### src/rtl/ir_wfs_pkg.sv
// Package for the IR wall-following steering unit.
// Holds the word and register types, register indexes, limits and polynomial tables.
// No dependencies.
package ir_wfs_pkg;

  localparam int ADC_BITS     = 10;
  localparam int SAMPLE_W     = ADC_BITS;
  localparam int CFG_ADDR_W   = 5;
  localparam int CFG_DATA_W   = 32;
  localparam int QBITS        = 20;
  localparam int FRONT_MAX_CM = 130;
  localparam int SIDE_MAX_CM  = 70;

  typedef enum logic [2:0] {
    REG_WINDOW_COUNT = 3'd0,
    REG_CURVE_THRESH = 3'd1,
    REG_CURVE_GAIN   = 3'd2,
    REG_MIN_SPEED    = 3'd3,
    REG_MAX_CHANGE   = 3'd4,
    REG_CORR_DIVISOR = 3'd5
  } cfg_reg_e;

  localparam logic [7:0] WINDOW_COUNT_RST = 8'd31;
  localparam logic [6:0] CURVE_THRESH_RST = 7'd30;
  localparam logic [4:0] CURVE_GAIN_RST   = 5'd9;
  localparam logic [7:0] MIN_SPEED_RST    = 8'd100;
  localparam logic [7:0] MAX_CHANGE_RST   = 8'd150;
  localparam logic [9:0] CORR_DIVISOR_RST = 10'd50;

  typedef struct packed {
    logic [7:0] window_count;
    logic [6:0] curve_threshold_cm;
    logic [4:0] curve_gain;
    logic [7:0] min_speed;
    logic [7:0] max_change;
    logic [9:0] correction_divisor;
  } cfg_t;

  typedef struct packed {
    logic [SAMPLE_W-1:0] front_sample;
    logic [SAMPLE_W-1:0] left_sample;
    logic [SAMPLE_W-1:0] right_sample;
    logic                start_press;
    logic                stop_press;
  } in_word_t;

  typedef struct packed {
    logic [7:0] left_drive;
    logic [7:0] right_drive;
    logic [7:0] front_cm;
    logic [6:0] left_cm;
    logic [6:0] right_cm;
    logic       curve_mode;
    logic       running_flag;
  } out_word_t;

  typedef logic signed [63:0] coef_t;

  // Q20 coefficients, index [channel][power]; channels are front, left, right.
  localparam coef_t POLY [3][6] = '{
    '{ 64'sd342381377, -64'sd3753197973, 64'sd19190558870,
       -64'sd51200767811, 64'sd68476667899, -64'sd36420287686 },
    '{ 64'sd106881269, -64'sd1014428326, 64'sd4611150532,
       -64'sd11187597229, 64'sd13780068311, -64'sd6755217763 },
    '{ 64'sd124228521, -64'sd1235824226, 64'sd5734673511,
       -64'sd13978528572, 64'sd17177475224, -64'sd8379077818 }
  };

  // Base speed from the front distance: 100 + front * 155 / 130.
  function automatic logic [7:0] base_speed(input logic [7:0] front_cm);
    logic [15:0] scaled;
    scaled = (16'(front_cm) * 16'd155) / 16'd130;
    return 8'(16'd100 + scaled);
  endfunction

endpackage

### src/rtl/ir_wfs_queue.sv
// Small first-in first-out queue of flat words between the front and back ends.
// No package dependencies.
module ir_wfs_queue #(
  parameter int W     = 64,
  parameter int DEPTH = 2
) (
  input  logic         clk_i,
  input  logic         rst_ni,
  input  logic         push_i,
  input  logic [W-1:0] data_i,
  output logic         full_o,
  input  logic         pop_i,
  output logic [W-1:0] data_o,
  output logic         valid_o
);
  localparam int PW = (DEPTH > 1) ? $clog2(DEPTH) : 1;
  localparam int CW = $clog2(DEPTH + 1);

  logic [W-1:0]  mem_q [DEPTH];
  logic [PW-1:0] wr_q, rd_q;
  logic [CW-1:0] cnt_q;
  logic          do_push, do_pop;

  assign full_o  = (cnt_q == CW'(DEPTH));
  assign valid_o = (cnt_q != '0);
  assign data_o  = mem_q[rd_q];
  assign do_push = push_i && !full_o;
  assign do_pop  = pop_i && valid_o;

  always_ff @(posedge clk_i) begin
    if (do_push) begin
      mem_q[wr_q] <= data_i;
    end
  end

  always_ff @(posedge clk_i or negedge rst_ni) begin
    if (!rst_ni) begin
      wr_q  <= '0;
      rd_q  <= '0;
      cnt_q <= '0;
    end else begin
      if (do_push) begin
        wr_q <= (wr_q == PW'(DEPTH - 1)) ? '0 : wr_q + 1'b1;
      end
      if (do_pop) begin
        rd_q <= (rd_q == PW'(DEPTH - 1)) ? '0 : rd_q + 1'b1;
      end
      if (do_push && !do_pop) begin
        cnt_q <= cnt_q + 1'b1;
      end else if (do_pop && !do_push) begin
        cnt_q <= cnt_q - 1'b1;
      end
    end
  end

endmodule

### src/rtl/ir_wfs_div.sv
// Restoring divider, one quotient bit per cycle.
// No package dependencies.
module ir_wfs_div #(
  parameter int NUM_W = 18,
  parameter int DEN_W = 10
) (
  input  logic             clk_i,
  input  logic             rst_ni,
  input  logic             start_i,
  input  logic [NUM_W-1:0] num_i,
  input  logic [DEN_W-1:0] den_i,
  output logic             done_o,
  output logic [NUM_W-1:0] quot_o,
  output logic [DEN_W-1:0] rem_o
);
  localparam int CW = $clog2(NUM_W + 1);

  logic [NUM_W-1:0] quot_q;
  logic [DEN_W-1:0] rem_q, den_q;
  logic [CW-1:0]    cnt_q;
  logic             done_q;
  logic [DEN_W:0]   trial;
  logic             fits;

  assign trial  = {rem_q, quot_q[NUM_W-1]};
  assign fits   = (trial >= {1'b0, den_q});
  assign done_o = done_q;
  assign quot_o = quot_q;
  assign rem_o  = rem_q;

  always_ff @(posedge clk_i or negedge rst_ni) begin
    if (!rst_ni) begin
      quot_q <= '0;
      rem_q  <= '0;
      den_q  <= '0;
      cnt_q  <= '0;
      done_q <= 1'b0;
    end else begin
      done_q <= 1'b0;
      if (start_i) begin
        quot_q <= num_i;
        rem_q  <= '0;
        den_q  <= den_i;
        cnt_q  <= CW'(NUM_W);
      end else if (cnt_q != '0) begin
        rem_q  <= fits ? DEN_W'(trial - {1'b0, den_q}) : trial[DEN_W-1:0];
        quot_q <= {quot_q[NUM_W-2:0], fits};
        cnt_q  <= cnt_q - 1'b1;
        done_q <= (cnt_q == CW'(1));
      end
    end
  end

endmodule

### src/rtl/ir_wfs_front.sv
// Front end: takes sample words, tracks run state and builds window totals.
// Depends on ir_wfs_pkg.
module ir_wfs_front (
  input  logic                 clk_i,
  input  logic                 rst_ni,
  input  logic [7:0]           window_count_i,
  input  logic                 push_i,
  input  ir_wfs_pkg::in_word_t in_i,
  output logic                 full_o,
  output logic                 job_push_o,
  output logic [3*(ir_wfs_pkg::ADC_BITS+8)+8:0] job_o,
  input  logic                 job_full_i
);
  localparam int TOTAL_W = ir_wfs_pkg::ADC_BITS + 8;

  typedef struct packed {
    logic               running;
    logic [7:0]         count;
    logic [TOTAL_W-1:0] right;
    logic [TOTAL_W-1:0] left;
    logic [TOTAL_W-1:0] front;
  } job_t;

  localparam logic [TOTAL_W-1:0] ADC_MASK = TOTAL_W'((1 << ir_wfs_pkg::ADC_BITS) - 1);

  logic [TOTAL_W-1:0] front_q, left_q, right_q;
  logic [TOTAL_W-1:0] front_d, left_d, right_d;
  logic [7:0]         count_q, count_d, win;
  logic               running_q, running_d, accept, window_end;
  job_t               job;

  assign accept     = push_i && !job_full_i;
  assign full_o     = job_full_i;
  assign win        = (window_count_i == '0) ? 8'd1 : window_count_i;

  always_comb begin
    running_d = in_i.stop_press ? 1'b0 : (in_i.start_press ? 1'b1 : running_q);
    front_d   = front_q + (TOTAL_W'(in_i.front_sample) & ADC_MASK);
    left_d    = left_q + (TOTAL_W'(in_i.left_sample) & ADC_MASK);
    right_d   = right_q + (TOTAL_W'(in_i.right_sample) & ADC_MASK);
    count_d   = count_q + 8'd1;
    window_end = (count_d >= win);
    job.running = running_d;
    job.count   = count_d;
    job.right   = right_d;
    job.left    = left_d;
    job.front   = front_d;
  end

  assign job_push_o = accept && window_end;
  assign job_o      = job;

  always_ff @(posedge clk_i or negedge rst_ni) begin
    if (!rst_ni) begin
      front_q   <= '0;
      left_q    <= '0;
      right_q   <= '0;
      count_q   <= '0;
      running_q <= 1'b0;
    end else if (accept) begin
      running_q <= running_d;
      if (window_end) begin
        front_q <= '0;
        left_q  <= '0;
        right_q <= '0;
        count_q <= '0;
      end else begin
        front_q <= front_d;
        left_q  <= left_d;
        right_q <= right_d;
        count_q <= count_d;
      end
    end
  end

endmodule

### src/rtl/ir_wfs_back.sv
// Back end: averages, distance polynomials, steering and the result register.
// Depends on ir_wfs_pkg and ir_wfs_div.
module ir_wfs_back (
  input  logic                  clk_i,
  input  logic                  rst_ni,
  input  ir_wfs_pkg::cfg_t      cfg_i,
  input  logic                  job_valid_i,
  input  logic [3*(ir_wfs_pkg::ADC_BITS+8)+8:0] job_i,
  output logic                  job_pop_o,
  output ir_wfs_pkg::out_word_t out_o,
  output logic                  empty_o,
  input  logic                  pop_i
);
  localparam int TOTAL_W   = ir_wfs_pkg::ADC_BITS + 8;
  localparam int DIV_W     = (TOTAL_W > 18) ? TOTAL_W : 18;
  localparam int NORM_UP   = (ir_wfs_pkg::ADC_BITS < 10) ? 10 - ir_wfs_pkg::ADC_BITS : 0;
  localparam int NORM_DOWN = (ir_wfs_pkg::ADC_BITS > 10) ? ir_wfs_pkg::ADC_BITS - 10 : 0;
  localparam int SHIFT     = 2 - NORM_UP + NORM_DOWN;

  typedef struct packed {
    logic               running;
    logic [7:0]         count;
    logic [TOTAL_W-1:0] right;
    logic [TOTAL_W-1:0] left;
    logic [TOTAL_W-1:0] front;
  } job_t;

  typedef enum logic [3:0] {
    S_IDLE, S_START, S_DIV, S_MUL, S_ACC, S_CM, S_BASE, S_PREP, S_SDIV, S_DRIVE
  } state_e;

  state_e                state_q;
  job_t                  job_q;
  logic [1:0]            ch_q;
  logic [2:0]            k_q;
  logic [9:0]            x_q, absd_q;
  logic signed [63:0]    p_q;
  logic [41:0]           lo_q;
  logic signed [42:0]    hi_q;
  logic [7:0]            fcm_q, base_q;
  logic [6:0]            lcm_q, rcm_q;
  logic                  curve_q, neg_q, sat_q;
  ir_wfs_pkg::out_word_t out_q;
  logic                  out_valid_q;

  logic                  div_start, div_done;
  logic [DIV_W-1:0]      div_num, div_quot;
  logic [9:0]            div_den, div_rem, corr_div;
  logic [TOTAL_W-1:0]    chan_total;

  ir_wfs_div #(.NUM_W(DIV_W), .DEN_W(10)) u_div (
    .clk_i  (clk_i),
    .rst_ni (rst_ni),
    .start_i(div_start),
    .num_i  (div_num),
    .den_i  (div_den),
    .done_o (div_done),
    .quot_o (div_quot),
    .rem_o  (div_rem)
  );

  assign corr_div  = (cfg_i.correction_divisor == '0) ? 10'd1 : cfg_i.correction_divisor;
  assign job_pop_o = (state_q == S_IDLE) && job_valid_i;
  assign empty_o   = !out_valid_q;
  assign out_o     = out_q;

  always_comb begin
    unique case (ch_q)
      2'd1:    chan_total = job_q.left;
      2'd2:    chan_total = job_q.right;
      default: chan_total = job_q.front;
    endcase
    div_start = (state_q == S_START) ||
                ((state_q == S_PREP) && job_q.running && !curve_q && !sat_q);
    if (state_q == S_PREP) begin
      div_num = DIV_W'(absd_q) * DIV_W'(cfg_i.max_change);
      div_den = corr_div;
    end else begin
      div_num = DIV_W'(chan_total);
      div_den = {2'b00, job_q.count};
    end
  end

  // Horner step: full product of p and x, divided by 1024 toward zero, plus coefficient.
  logic signed [74:0]    prod, prod_sh;
  logic signed [63:0]    p_next;
  logic [TOTAL_W+1:0]    avg_ext;
  logic [7:0]            cm_val, cm_max;
  always_comb begin
    prod    = $signed({hi_q, 32'b0}) + $signed({33'b0, lo_q});
    prod_sh = prod >>> 10;
    p_next  = prod_sh[63:0] + 64'(prod[74] && (prod[9:0] != '0))
              + ir_wfs_pkg::POLY[ch_q][k_q];
    avg_ext = {div_quot[TOTAL_W-1:0], 2'b00};
    cm_max  = (ch_q == 2'd0) ? 8'(ir_wfs_pkg::FRONT_MAX_CM) : 8'(ir_wfs_pkg::SIDE_MAX_CM);
    if (p_q[63]) begin
      cm_val = '0;
    end else if (p_q[62:ir_wfs_pkg::QBITS] > 43'(cm_max)) begin
      cm_val = cm_max;
    end else begin
      cm_val = p_q[ir_wfs_pkg::QBITS+7:ir_wfs_pkg::QBITS];
    end
  end

  // Steering decision inputs.
  logic signed [TOTAL_W:0] side_diff;
  logic [TOTAL_W-1:0]      side_abs;
  always_comb begin
    side_diff = $signed({1'b0, job_q.right}) - $signed({1'b0, job_q.left});
    side_abs  = side_diff[TOTAL_W] ? TOTAL_W'(-side_diff) : side_diff[TOTAL_W-1:0];
  end

  // Drive values.
  logic signed [7:0]  dcm;
  logic [6:0]         dcm_abs;
  logic [11:0]        gd;
  logic signed [13:0] trim;
  logic [7:0]         curve_trim;
  logic signed [9:0]  mc, qv, up, dn;
  logic signed [10:0] lsum, rsum;
  logic [7:0]         ld, rd;
  logic               rnz;
  always_comb begin
    dcm        = $signed({1'b0, lcm_q}) - $signed({1'b0, rcm_q});
    dcm_abs    = dcm[7] ? 7'(-dcm) : dcm[6:0];
    gd         = 12'(cfg_i.curve_gain) * 12'(dcm_abs);
    trim       = $signed({6'b0, base_q}) - $signed({2'b0, gd});
    curve_trim = trim[13] ? 8'd0 : trim[7:0];
    mc         = $signed({2'b0, cfg_i.max_change});
    qv         = $signed({2'b0, div_quot[7:0]});
    rnz        = (div_rem != '0);
    if (sat_q) begin
      up = neg_q ? -mc : mc;
      dn = -up;
    end else if (neg_q) begin
      up = -qv - 10'(rnz);
      dn = qv;
    end else begin
      up = qv;
      dn = -qv - 10'(rnz);
    end
    lsum = $signed({3'b0, base_q}) + 11'(up);
    rsum = $signed({3'b0, base_q}) + 11'(dn);
    ld   = '0;
    rd   = '0;
    if (job_q.running) begin
      if (curve_q) begin
        ld = (dcm < 0) ? curve_trim : base_q;
        rd = (dcm > 0) ? curve_trim : base_q;
      end else begin
        ld = (lsum < $signed({3'b0, cfg_i.min_speed})) ? cfg_i.min_speed :
             (lsum > 11'sd255) ? 8'd255 : lsum[7:0];
        rd = (rsum < $signed({3'b0, cfg_i.min_speed})) ? cfg_i.min_speed :
             (rsum > 11'sd255) ? 8'd255 : rsum[7:0];
      end
    end
  end

  always_ff @(posedge clk_i or negedge rst_ni) begin
    if (!rst_ni) begin
      state_q     <= S_IDLE;
      job_q       <= '0;
      ch_q        <= '0;
      k_q         <= '0;
      x_q         <= '0;
      absd_q      <= '0;
      p_q         <= '0;
      lo_q        <= '0;
      hi_q        <= '0;
      fcm_q       <= '0;
      lcm_q       <= '0;
      rcm_q       <= '0;
      base_q      <= '0;
      curve_q     <= 1'b0;
      neg_q       <= 1'b0;
      sat_q       <= 1'b0;
      out_q       <= '0;
      out_valid_q <= 1'b0;
    end else begin
      if (pop_i && out_valid_q) begin
        out_valid_q <= 1'b0;
      end
      unique case (state_q)
        S_IDLE: begin
          if (job_valid_i) begin
            job_q   <= job_i;
            ch_q    <= 2'd0;
            state_q <= S_START;
          end
        end
        S_START: state_q <= S_DIV;
        S_DIV: begin
          if (div_done) begin
            x_q     <= 10'(avg_ext >> SHIFT);
            p_q     <= ir_wfs_pkg::POLY[ch_q][5];
            k_q     <= 3'd4;
            state_q <= S_MUL;
          end
        end
        S_MUL: begin
          lo_q    <= p_q[31:0] * x_q;
          hi_q    <= $signed(p_q[63:32]) * $signed({1'b0, x_q});
          state_q <= S_ACC;
        end
        S_ACC: begin
          p_q <= p_next;
          if (k_q == '0) begin
            state_q <= S_CM;
          end else begin
            k_q     <= k_q - 3'd1;
            state_q <= S_MUL;
          end
        end
        S_CM: begin
          unique case (ch_q)
            2'd1:    lcm_q <= cm_val[6:0];
            2'd2:    rcm_q <= cm_val[6:0];
            default: fcm_q <= cm_val;
          endcase
          if (ch_q == 2'd2) begin
            state_q <= S_BASE;
          end else begin
            ch_q    <= ch_q + 2'd1;
            state_q <= S_START;
          end
        end
        S_BASE: begin
          base_q  <= ir_wfs_pkg::base_speed(fcm_q);
          curve_q <= job_q.running && (lcm_q > cfg_i.curve_threshold_cm) &&
                     (rcm_q > cfg_i.curve_threshold_cm);
          neg_q   <= side_diff[TOTAL_W];
          sat_q   <= (side_abs >= TOTAL_W'(corr_div));
          absd_q  <= side_abs[9:0];
          state_q <= S_PREP;
        end
        S_PREP: state_q <= div_start ? S_SDIV : S_DRIVE;
        S_SDIV: begin
          if (div_done) begin
            state_q <= S_DRIVE;
          end
        end
        S_DRIVE: begin
          if (!out_valid_q) begin
            out_q.left_drive   <= ld;
            out_q.right_drive  <= rd;
            out_q.front_cm     <= fcm_q;
            out_q.left_cm      <= lcm_q;
            out_q.right_cm     <= rcm_q;
            out_q.curve_mode   <= curve_q;
            out_q.running_flag <= job_q.running;
            out_valid_q        <= 1'b1;
            state_q            <= S_IDLE;
          end
        end
        default: state_q <= S_IDLE;
      endcase
    end
  end

`ifndef SYNTHESIS
  a_stopped_zero: assert property (@(posedge clk_i) disable iff (!rst_ni)
    (out_valid_q && !out_q.running_flag) |->
      (out_q.left_drive == 8'd0 && out_q.right_drive == 8'd0 && !out_q.curve_mode))
    else $error("stopped result carries drive");
  a_drive_lands: assert property (@(posedge clk_i) disable iff (!rst_ni)
    (state_q == S_DRIVE && !out_valid_q) |=> (out_valid_q && state_q == S_IDLE))
    else $error("finished word not registered");
  a_curve_sides: assert property (@(posedge clk_i) disable iff (!rst_ni)
    (out_valid_q && out_q.curve_mode) |->
      (out_q.left_cm > cfg_i.curve_threshold_cm && out_q.right_cm > cfg_i.curve_threshold_cm))
    else $error("curve mode with a near side");
`endif

endmodule

### src/rtl/ir_wall_follow_steering_unit.sv
// Top level of the IR wall-following steering unit: register port and the two ends.
// Depends on ir_wfs_pkg, ir_wfs_front, ir_wfs_queue and ir_wfs_back.
//
//   Channel   Handshake            Payload
//   input     push / full          in_word_i  (three samples, start and stop presses)
//   result    empty / pop          out_word_o (drives, distances, mode, run flag)
//   config    psel/penable/pready  paddr, pwdata, prdata
//
// A sample word is taken whenever full is low; full rises only while both window jobs are queued.
// Each window end runs the back end through the shared one-bit-per-cycle divider, for the
// three averages and for the straight correction division when it is not skipped, and
// through the split 64-bit Horner multiply.
// Reset clears the totals, the run state, the queue and the result register.
// A result that is not popped holds the back end, and the front end stalls once the
// queue between them has filled.
module ir_wall_follow_steering_unit (
  input  logic                                clk_i,
  input  logic                                rst_ni,
  input  logic                                push,
  output logic                                full,
  input  ir_wfs_pkg::in_word_t                in_word_i,
  output logic                                empty,
  input  logic                                pop,
  output ir_wfs_pkg::out_word_t               out_word_o,
  input  logic                                psel,
  input  logic                                penable,
  input  logic                                pwrite,
  input  logic [ir_wfs_pkg::CFG_ADDR_W-1:0]   paddr,
  input  logic [ir_wfs_pkg::CFG_DATA_W-1:0]   pwdata,
  output logic [ir_wfs_pkg::CFG_DATA_W-1:0]   prdata,
  output logic                                pready
);
  localparam int JOB_W = 3 * (ir_wfs_pkg::ADC_BITS + 8) + 9;

  ir_wfs_pkg::cfg_t cfg_q;
  logic             cfg_write;
  logic [2:0]       reg_idx;

  // Register file. Writes land in the access phase; pready is tied high.
  assign pready    = 1'b1;
  assign cfg_write = psel && penable && pwrite && pready;
  assign reg_idx   = paddr[4:2];

  always_ff @(posedge clk_i or negedge rst_ni) begin
    if (!rst_ni) begin
      cfg_q.window_count       <= ir_wfs_pkg::WINDOW_COUNT_RST;
      cfg_q.curve_threshold_cm <= ir_wfs_pkg::CURVE_THRESH_RST;
      cfg_q.curve_gain         <= ir_wfs_pkg::CURVE_GAIN_RST;
      cfg_q.min_speed          <= ir_wfs_pkg::MIN_SPEED_RST;
      cfg_q.max_change         <= ir_wfs_pkg::MAX_CHANGE_RST;
      cfg_q.correction_divisor <= ir_wfs_pkg::CORR_DIVISOR_RST;
    end else if (cfg_write) begin
      unique case (reg_idx)
        ir_wfs_pkg::REG_WINDOW_COUNT: cfg_q.window_count       <= pwdata[7:0];
        ir_wfs_pkg::REG_CURVE_THRESH: cfg_q.curve_threshold_cm <= pwdata[6:0];
        ir_wfs_pkg::REG_CURVE_GAIN:   cfg_q.curve_gain         <= pwdata[4:0];
        ir_wfs_pkg::REG_MIN_SPEED:    cfg_q.min_speed          <= pwdata[7:0];
        ir_wfs_pkg::REG_MAX_CHANGE:   cfg_q.max_change         <= pwdata[7:0];
        ir_wfs_pkg::REG_CORR_DIVISOR: cfg_q.correction_divisor <= pwdata[9:0];
        default: ;
      endcase
    end
  end

  // Read-back of the register selected by the address; unused addresses read zero.
  always_comb begin
    unique case (reg_idx)
      ir_wfs_pkg::REG_WINDOW_COUNT: prdata = 32'(cfg_q.window_count);
      ir_wfs_pkg::REG_CURVE_THRESH: prdata = 32'(cfg_q.curve_threshold_cm);
      ir_wfs_pkg::REG_CURVE_GAIN:   prdata = 32'(cfg_q.curve_gain);
      ir_wfs_pkg::REG_MIN_SPEED:    prdata = 32'(cfg_q.min_speed);
      ir_wfs_pkg::REG_MAX_CHANGE:   prdata = 32'(cfg_q.max_change);
      ir_wfs_pkg::REG_CORR_DIVISOR: prdata = 32'(cfg_q.correction_divisor);
      default:                      prdata = '0;
    endcase
  end

  // Window jobs travel from the front end to the back end through a two-entry queue.
  logic             job_push, job_full, job_valid, job_pop;
  logic [JOB_W-1:0] job_in, job_out;

  ir_wfs_front u_front (
    .clk_i         (clk_i),
    .rst_ni        (rst_ni),
    .window_count_i(cfg_q.window_count),
    .push_i        (push),
    .in_i          (in_word_i),
    .full_o        (full),
    .job_push_o    (job_push),
    .job_o         (job_in),
    .job_full_i    (job_full)
  );

  ir_wfs_queue #(.W(JOB_W), .DEPTH(2)) u_queue (
    .clk_i  (clk_i),
    .rst_ni (rst_ni),
    .push_i (job_push),
    .data_i (job_in),
    .full_o (job_full),
    .pop_i  (job_pop),
    .data_o (job_out),
    .valid_o(job_valid)
  );

  ir_wfs_back u_back (
    .clk_i      (clk_i),
    .rst_ni     (rst_ni),
    .cfg_i      (cfg_q),
    .job_valid_i(job_valid),
    .job_i      (job_out),
    .job_pop_o  (job_pop),
    .out_o      (out_word_o),
    .empty_o    (empty),
    .pop_i      (pop)
  );

endmodule

### config.mk
export PLATFORM = sky130hd
export DESIGN_NAME = ir_wall_follow_steering_unit
export DESIGN_NICKNAME = d
export VERILOG_FILES = /design/src/rtl/ir_wfs_pkg.sv /design/src/rtl/ir_wfs_queue.sv /design/src/rtl/ir_wfs_div.sv /design/src/rtl/ir_wfs_front.sv /design/src/rtl/ir_wfs_back.sv /design/src/rtl/ir_wall_follow_steering_unit.sv
export SDC_FILE = /design/constraint.sdc
export NUM_CORES = 2
export LEC_CHECK = 0
export ABC_AREA = 1
export BUFFER_PORTS_ARGS = -buffer_cell sky130_fd_sc_hd__buf_2
export CAP_MARGIN = 20
export CELL_PAD_IN_SITES_DETAIL_PLACEMENT = 1
export CELL_PAD_IN_SITES_GLOBAL_PLACEMENT = 1
export CORE_MARGIN = 4
export CORE_UTILIZATION = 45
export CTS_BUF_LIST = sky130_fd_sc_hd__clkbuf_2 sky130_fd_sc_hd__clkbuf_4 sky130_fd_sc_hd__clkbuf_8
export CTS_CLUSTER_DIAMETER = 120
export DETAILED_ROUTE_END_ITERATION = 6
export GPL_TIMING_DRIVEN = 0
export PLACE_DENSITY_LB_ADDON = 0.1
export SETUP_SLACK_MARGIN = 0.4
export SLEW_MARGIN = 10
export SYNTH_ARGS = -nofsm -noshare
export SYNTH_HDL_FRONTEND = slang
export SYNTH_HIERARCHICAL = 1
export SYNTH_SLANG_ARGS = --single-unit
### constraint.sdc
create_clock -name clk_i -period 8.9 [get_ports clk_i]
set_clock_uncertainty 0.15 [all_clocks]
set_input_delay 1.78 -clock clk_i [delete_from_list [all_inputs] [get_ports clk_i]]
set_output_delay 1.78 -clock clk_i [all_outputs]
set_load 0.005 [all_outputs]
==> reports/results.env <==
REMAINING_DRC_ERRORS=0
FINALNETCOUNT=9910
CLOCK_SINK_COUNT=598
POWER-PER-CELL-AREA_nW_PER_UM2=117.1
ROOT_BUFFER='clkbuf_8'
MAXIMUM_NUMBER_OF_PINS_ON_ONE_NET_BEFORE_GLOBAL_ROUTE_REPAIR=99
NETLIST.TOP_CELL.BY_AREA='fa_1'
SYNTHFLOPTYPE='dfrtp_1'
LAYOUT-DRIVE-GT1-SHARE_PCT=12.46
HTREE_NUM_LEVELS=3
SYNTH_SEQ_AREA_SHARE_PCT=24.38
TOP_FAMILY_BY_DELAY_ON_CRITICAL_PATH='buffers and inverters'
NUMBER_OF_GLOBAL_ROUTE_VIAS_BEFORE_REPAIR=60790
HOLD_VIOLATIONS=0
SYNTH_SEQ_CELLS=598
CP-END-KIND='flop'
CLK_LATENCY_NS=0.85
POSTSYNTHAREAPERCELL_SQ_UM=7.738
ROUTE.ANTENNA.REMAINING_NETS=0
PATH_CLK_SLEW_NS=0.07
CRIT_ARRIVAL_NS=9.56
CRITICAL-PATH-SLOWEST-CELL='dfrtp_1'
GRT_PASS1_WL_MICRONS=344500
YOSYS-TOP-CELLS-AREA='fa_1 (19%), dfrtp_1 (18%), nand2_1 (13%)'
SYN_STD_CELL_AREA_SQ_UM=64070
FILLCELLCOUNT=17390
POST-LAYOUT-TOTAL-POWER_mW=8.583
PERIOD_NEEDED_NS=8.952
CRITICAL_PATH.MAX_FANOUT=3
DR_TOTAL_VIAS=57370
SYN_INST=8280
TRITONCTS='yes'
CHIPWIDTH_MICRONS=385.3
IO-PIN-COUNT=151
TIGHTEST_SLEW_NS=1.127
YOSYS-TOP-CELLS-COUNT='nand2_1 (2253), inv_1 (1566), fa_1 (604), ha_1 (499), o21ai_0 (471)'
FP.COREAREA_SQ_UM=141400
GRT_ANTENNA_BEFORE_REPAIR=7
GP_ROUTABILITY_CONGESTION=0.9078
CTS-BUFFERS-INSERTED=110
NUMBER_OF_ENABLE_TYPE_REGISTER_CELLS_IN_THE_SYNTHESIZED_NETLIST=126
TIMING.CRITICAL_PATH.FROM_TYPE='flop'
SYNTH_TOP_AREA_SHARE_PCT=18.87
HOLDCRITPATHCLASS='flop to flop'
POWER.IR.VDD_WORST_mV=0.1945
PATH_COMMON_CELL='buf_6'
IO_BUFFER_COUNT=102
SYNTH.MOST_COMMON_CELL='nand2_1'
PRE_CTS_WS_NS=-2.569
REPORT.FINAL.SETUP_VIOL=1
INITIALDRTVIOLATIONCOUNT=3308
GRT_USAGE_PCT=29.63
LAYOUT_WORST_PATH_CYCLE_SHARE_PCT=100.6
MAX-CLOCK-PATH-BUFFERS=3
CAP_VIOLATIONS=0
FAILED_CHECKS='setup timing'
VIAS_PER_CELL=5.354
DIE_AR_SQ_UM=148500
FLOORPLAN.INITIALDENSITY_PCT=45.31
SLOWEST_DELAY_NS=0.43
GRT_REMAINING_OVERFLOW=0
TIMING.FINAL.MAX_SLEW_VIOLATIONS=0
TIMING.SETUP.CRITICAL_PATH_CLASS='flop to flop'
ASYNC_SET_OR_RESET_REGISTER_RATIO_AFTER_SYNTHESIS_PCT=78.93
DRTPASS1ITERATIONS=5
AVGROUTEDWIREPERCELL_MICRONS=20.84
STD_CELL_ROWS=138
RELSLEWSLACK_PCT=24.89
YS.WARNINGS.COUNT=6
FMAX_GHz=0.1117
DETAILED_PLACE_HPWL_MICRONS=174300
CELLLEAKAGEPOWER_nW=39.21
TIMING.FINAL.WS_SETUP_NS=-0.05155
FP.DIEH_MICRONS=385.3
RSZ0062_AT_GRT='true'
SYNTH.DISTINCT_CELLS=85
AREAGROWTHSYNTHTOFINISH_PCT=14.39
POSTROUTEWIRELENGTH_MICRONS=223300
RUN_STATUS='finished, violations left'
TIMING.CRITICAL_PATH.BUF_INV=39
CP.REQUIRED_NS=9.51
## per-layer routing
layer | vias up | wire (microns) | GRT usage, %
met2 | 1282 | 106100 | 49.16
met4 | 0 | 6556 | 8.193
li1 | 26700 | - | -
met5 | - | 0 | 0
met1 | 29030 | 99370 | 40.54
met3 | 352 | 11270 | 4.267
## layout by cell type (no fill, tap or decap), types with 45 or more instances in the layout
cell / instances
o21ai_0: 443
buf_2: 126
nor2_1: 305
nor3_1: 47
o21ai_2: 45
a21oi_1: 346
nand3_1: 289
nand4_1: 74
nand2_2: 83
clkbuf_8: 138
xor2_1: 154
ha_1: 474
nand2_1: 2216
buf_6: 76
xnor2_1: 91
fa_1: 601
edfxtp_1: 126
buf_4: 183
inv_1: 1554
dfrtp_1: 441
clkbuf_1: 188
## cell families after synthesis
logic type,Yosys count,share of synthesized area (%)
and+or+nand+nor,3208,21.26
buffers and inverters,1945,11.89
AOI/OAI and AO/OA,1172,10.39
adders and majority gates,1103,28.62
DFF,598,24.38
xor gates and xnor gates,251,3.431
other,2,0.01172
muxes,1,0.01757
## timing repair
action / CTS / global route
endpoints found under the setup margin: 63 / 49
gates cloned: 0 / 1
hold buffers: 0 / 0
setup buffers: 107 / 87
pin swaps: 63 / 139
gates resized for setup: 248 / 281
## final timing paths
kind	start	end	slack, ns	cells after the start
max	u_back/lo_q[35]$_DFFE_PN0P_	u_back/p_q[7]$_DFFE_PN0P_	-0.05	69
min	u_back/out_o[28]$_DFFE_PN0P_	u_back/out_o[28]$_DFFE_PN0P_	0.33	2
max reg2reg	u_back/lo_q[35]$_DFFE_PN0P_	u_back/p_q[7]$_DFFE_PN0P_	-0.05	69
min reg2reg	u_back/out_o[28]$_DFFE_PN0P_	u_back/out_o[28]$_DFFE_PN0P_	0.33	2
max in group asynchronous	rst_ni	u_back/p_q[28]$_DFFE_PN0P_	6.42	3
min in group asynchronous	rst_ni	u_front/right_q[10]$_DFFE_PN0P_	0.70	1
## flip-flops by register name, summed over array words and instances, names as in the netlist, 10 cells and up
name / flops
u_front/right_q: 18
u_back/x_q: 10
u_back/out_o: 40
u_back/hi_q: 43
u_back/lo_q: 42
u_back/job_q: 63
u_back/u_div/rem_o: 10
u_back/absd_q: 10
u_back/p_q: 64
u_queue/mem_q: 126
u_front/front_q: 18
u_front/left_q: 18
u_back/u_div/den_q: 10
cfg_q: 46
u_back/u_div/quot_o: 18
## through the flow
stage | hold WS, ns | instance area (sq um) | setup TNS [ns] | cells | utilization (%)
3_5_place_dp | 0.3190 | 67430 | -46.78 | 10310 | 47.68
4_1_cts | 0.3342 | 71590 | -1.895 | 10620 | 50.62
3_3_place_gp | 0.3059 | 67030 | -2072.37 | 10290 | 47.40
2_1_floorplan | 0.2917 | 64150 | 0 | 8301 | -
5_1_grt | 0.3493 | 73280 | -3.141 | 10710 | 51.82
6_report | 0.3286 | 73290 | -0.05155 | 10720 | 51.83
## where the power goes
| group | total, mW | internal, mW | switching (mW) |
|---|---|---|---|
| clock | 3.07 | 1.73 | 1.35 |
| combinational | 2.00 | 0.619 | 1.38 |
| sequential | 3.51 | 3.29 | 0.223 |
| total | 8.58 | 5.63 | 2.95 |
## layout make-up
cell class | count | area (sq um) | share of cell area (%)
Sequential cell | 598 | 15630 | 21.33
Clock buffer | 158 | 1987 | 2.711
Buffer | 335 | 1929 | 2.633
Clock inverter | 45 | 569.3 | 0.7768
Antenna cell | 3 | 7.507 | 0.01024
Timing Repair Buffer | 318 | 2580 | 3.520
Multi-Input combinational cell | 5758 | 42170 | 57.53
Inverter | 1610 | 6051 | 8.256
Tap cell | 1890 | 2365 | 3.227
## worst min-delay path: stages, from the launching register on
cell     delay [ns]
dfrtp_1        0.34
nand2_1        0.05
o31ai_1        0.05
Power figures use the tool's default switching activity.
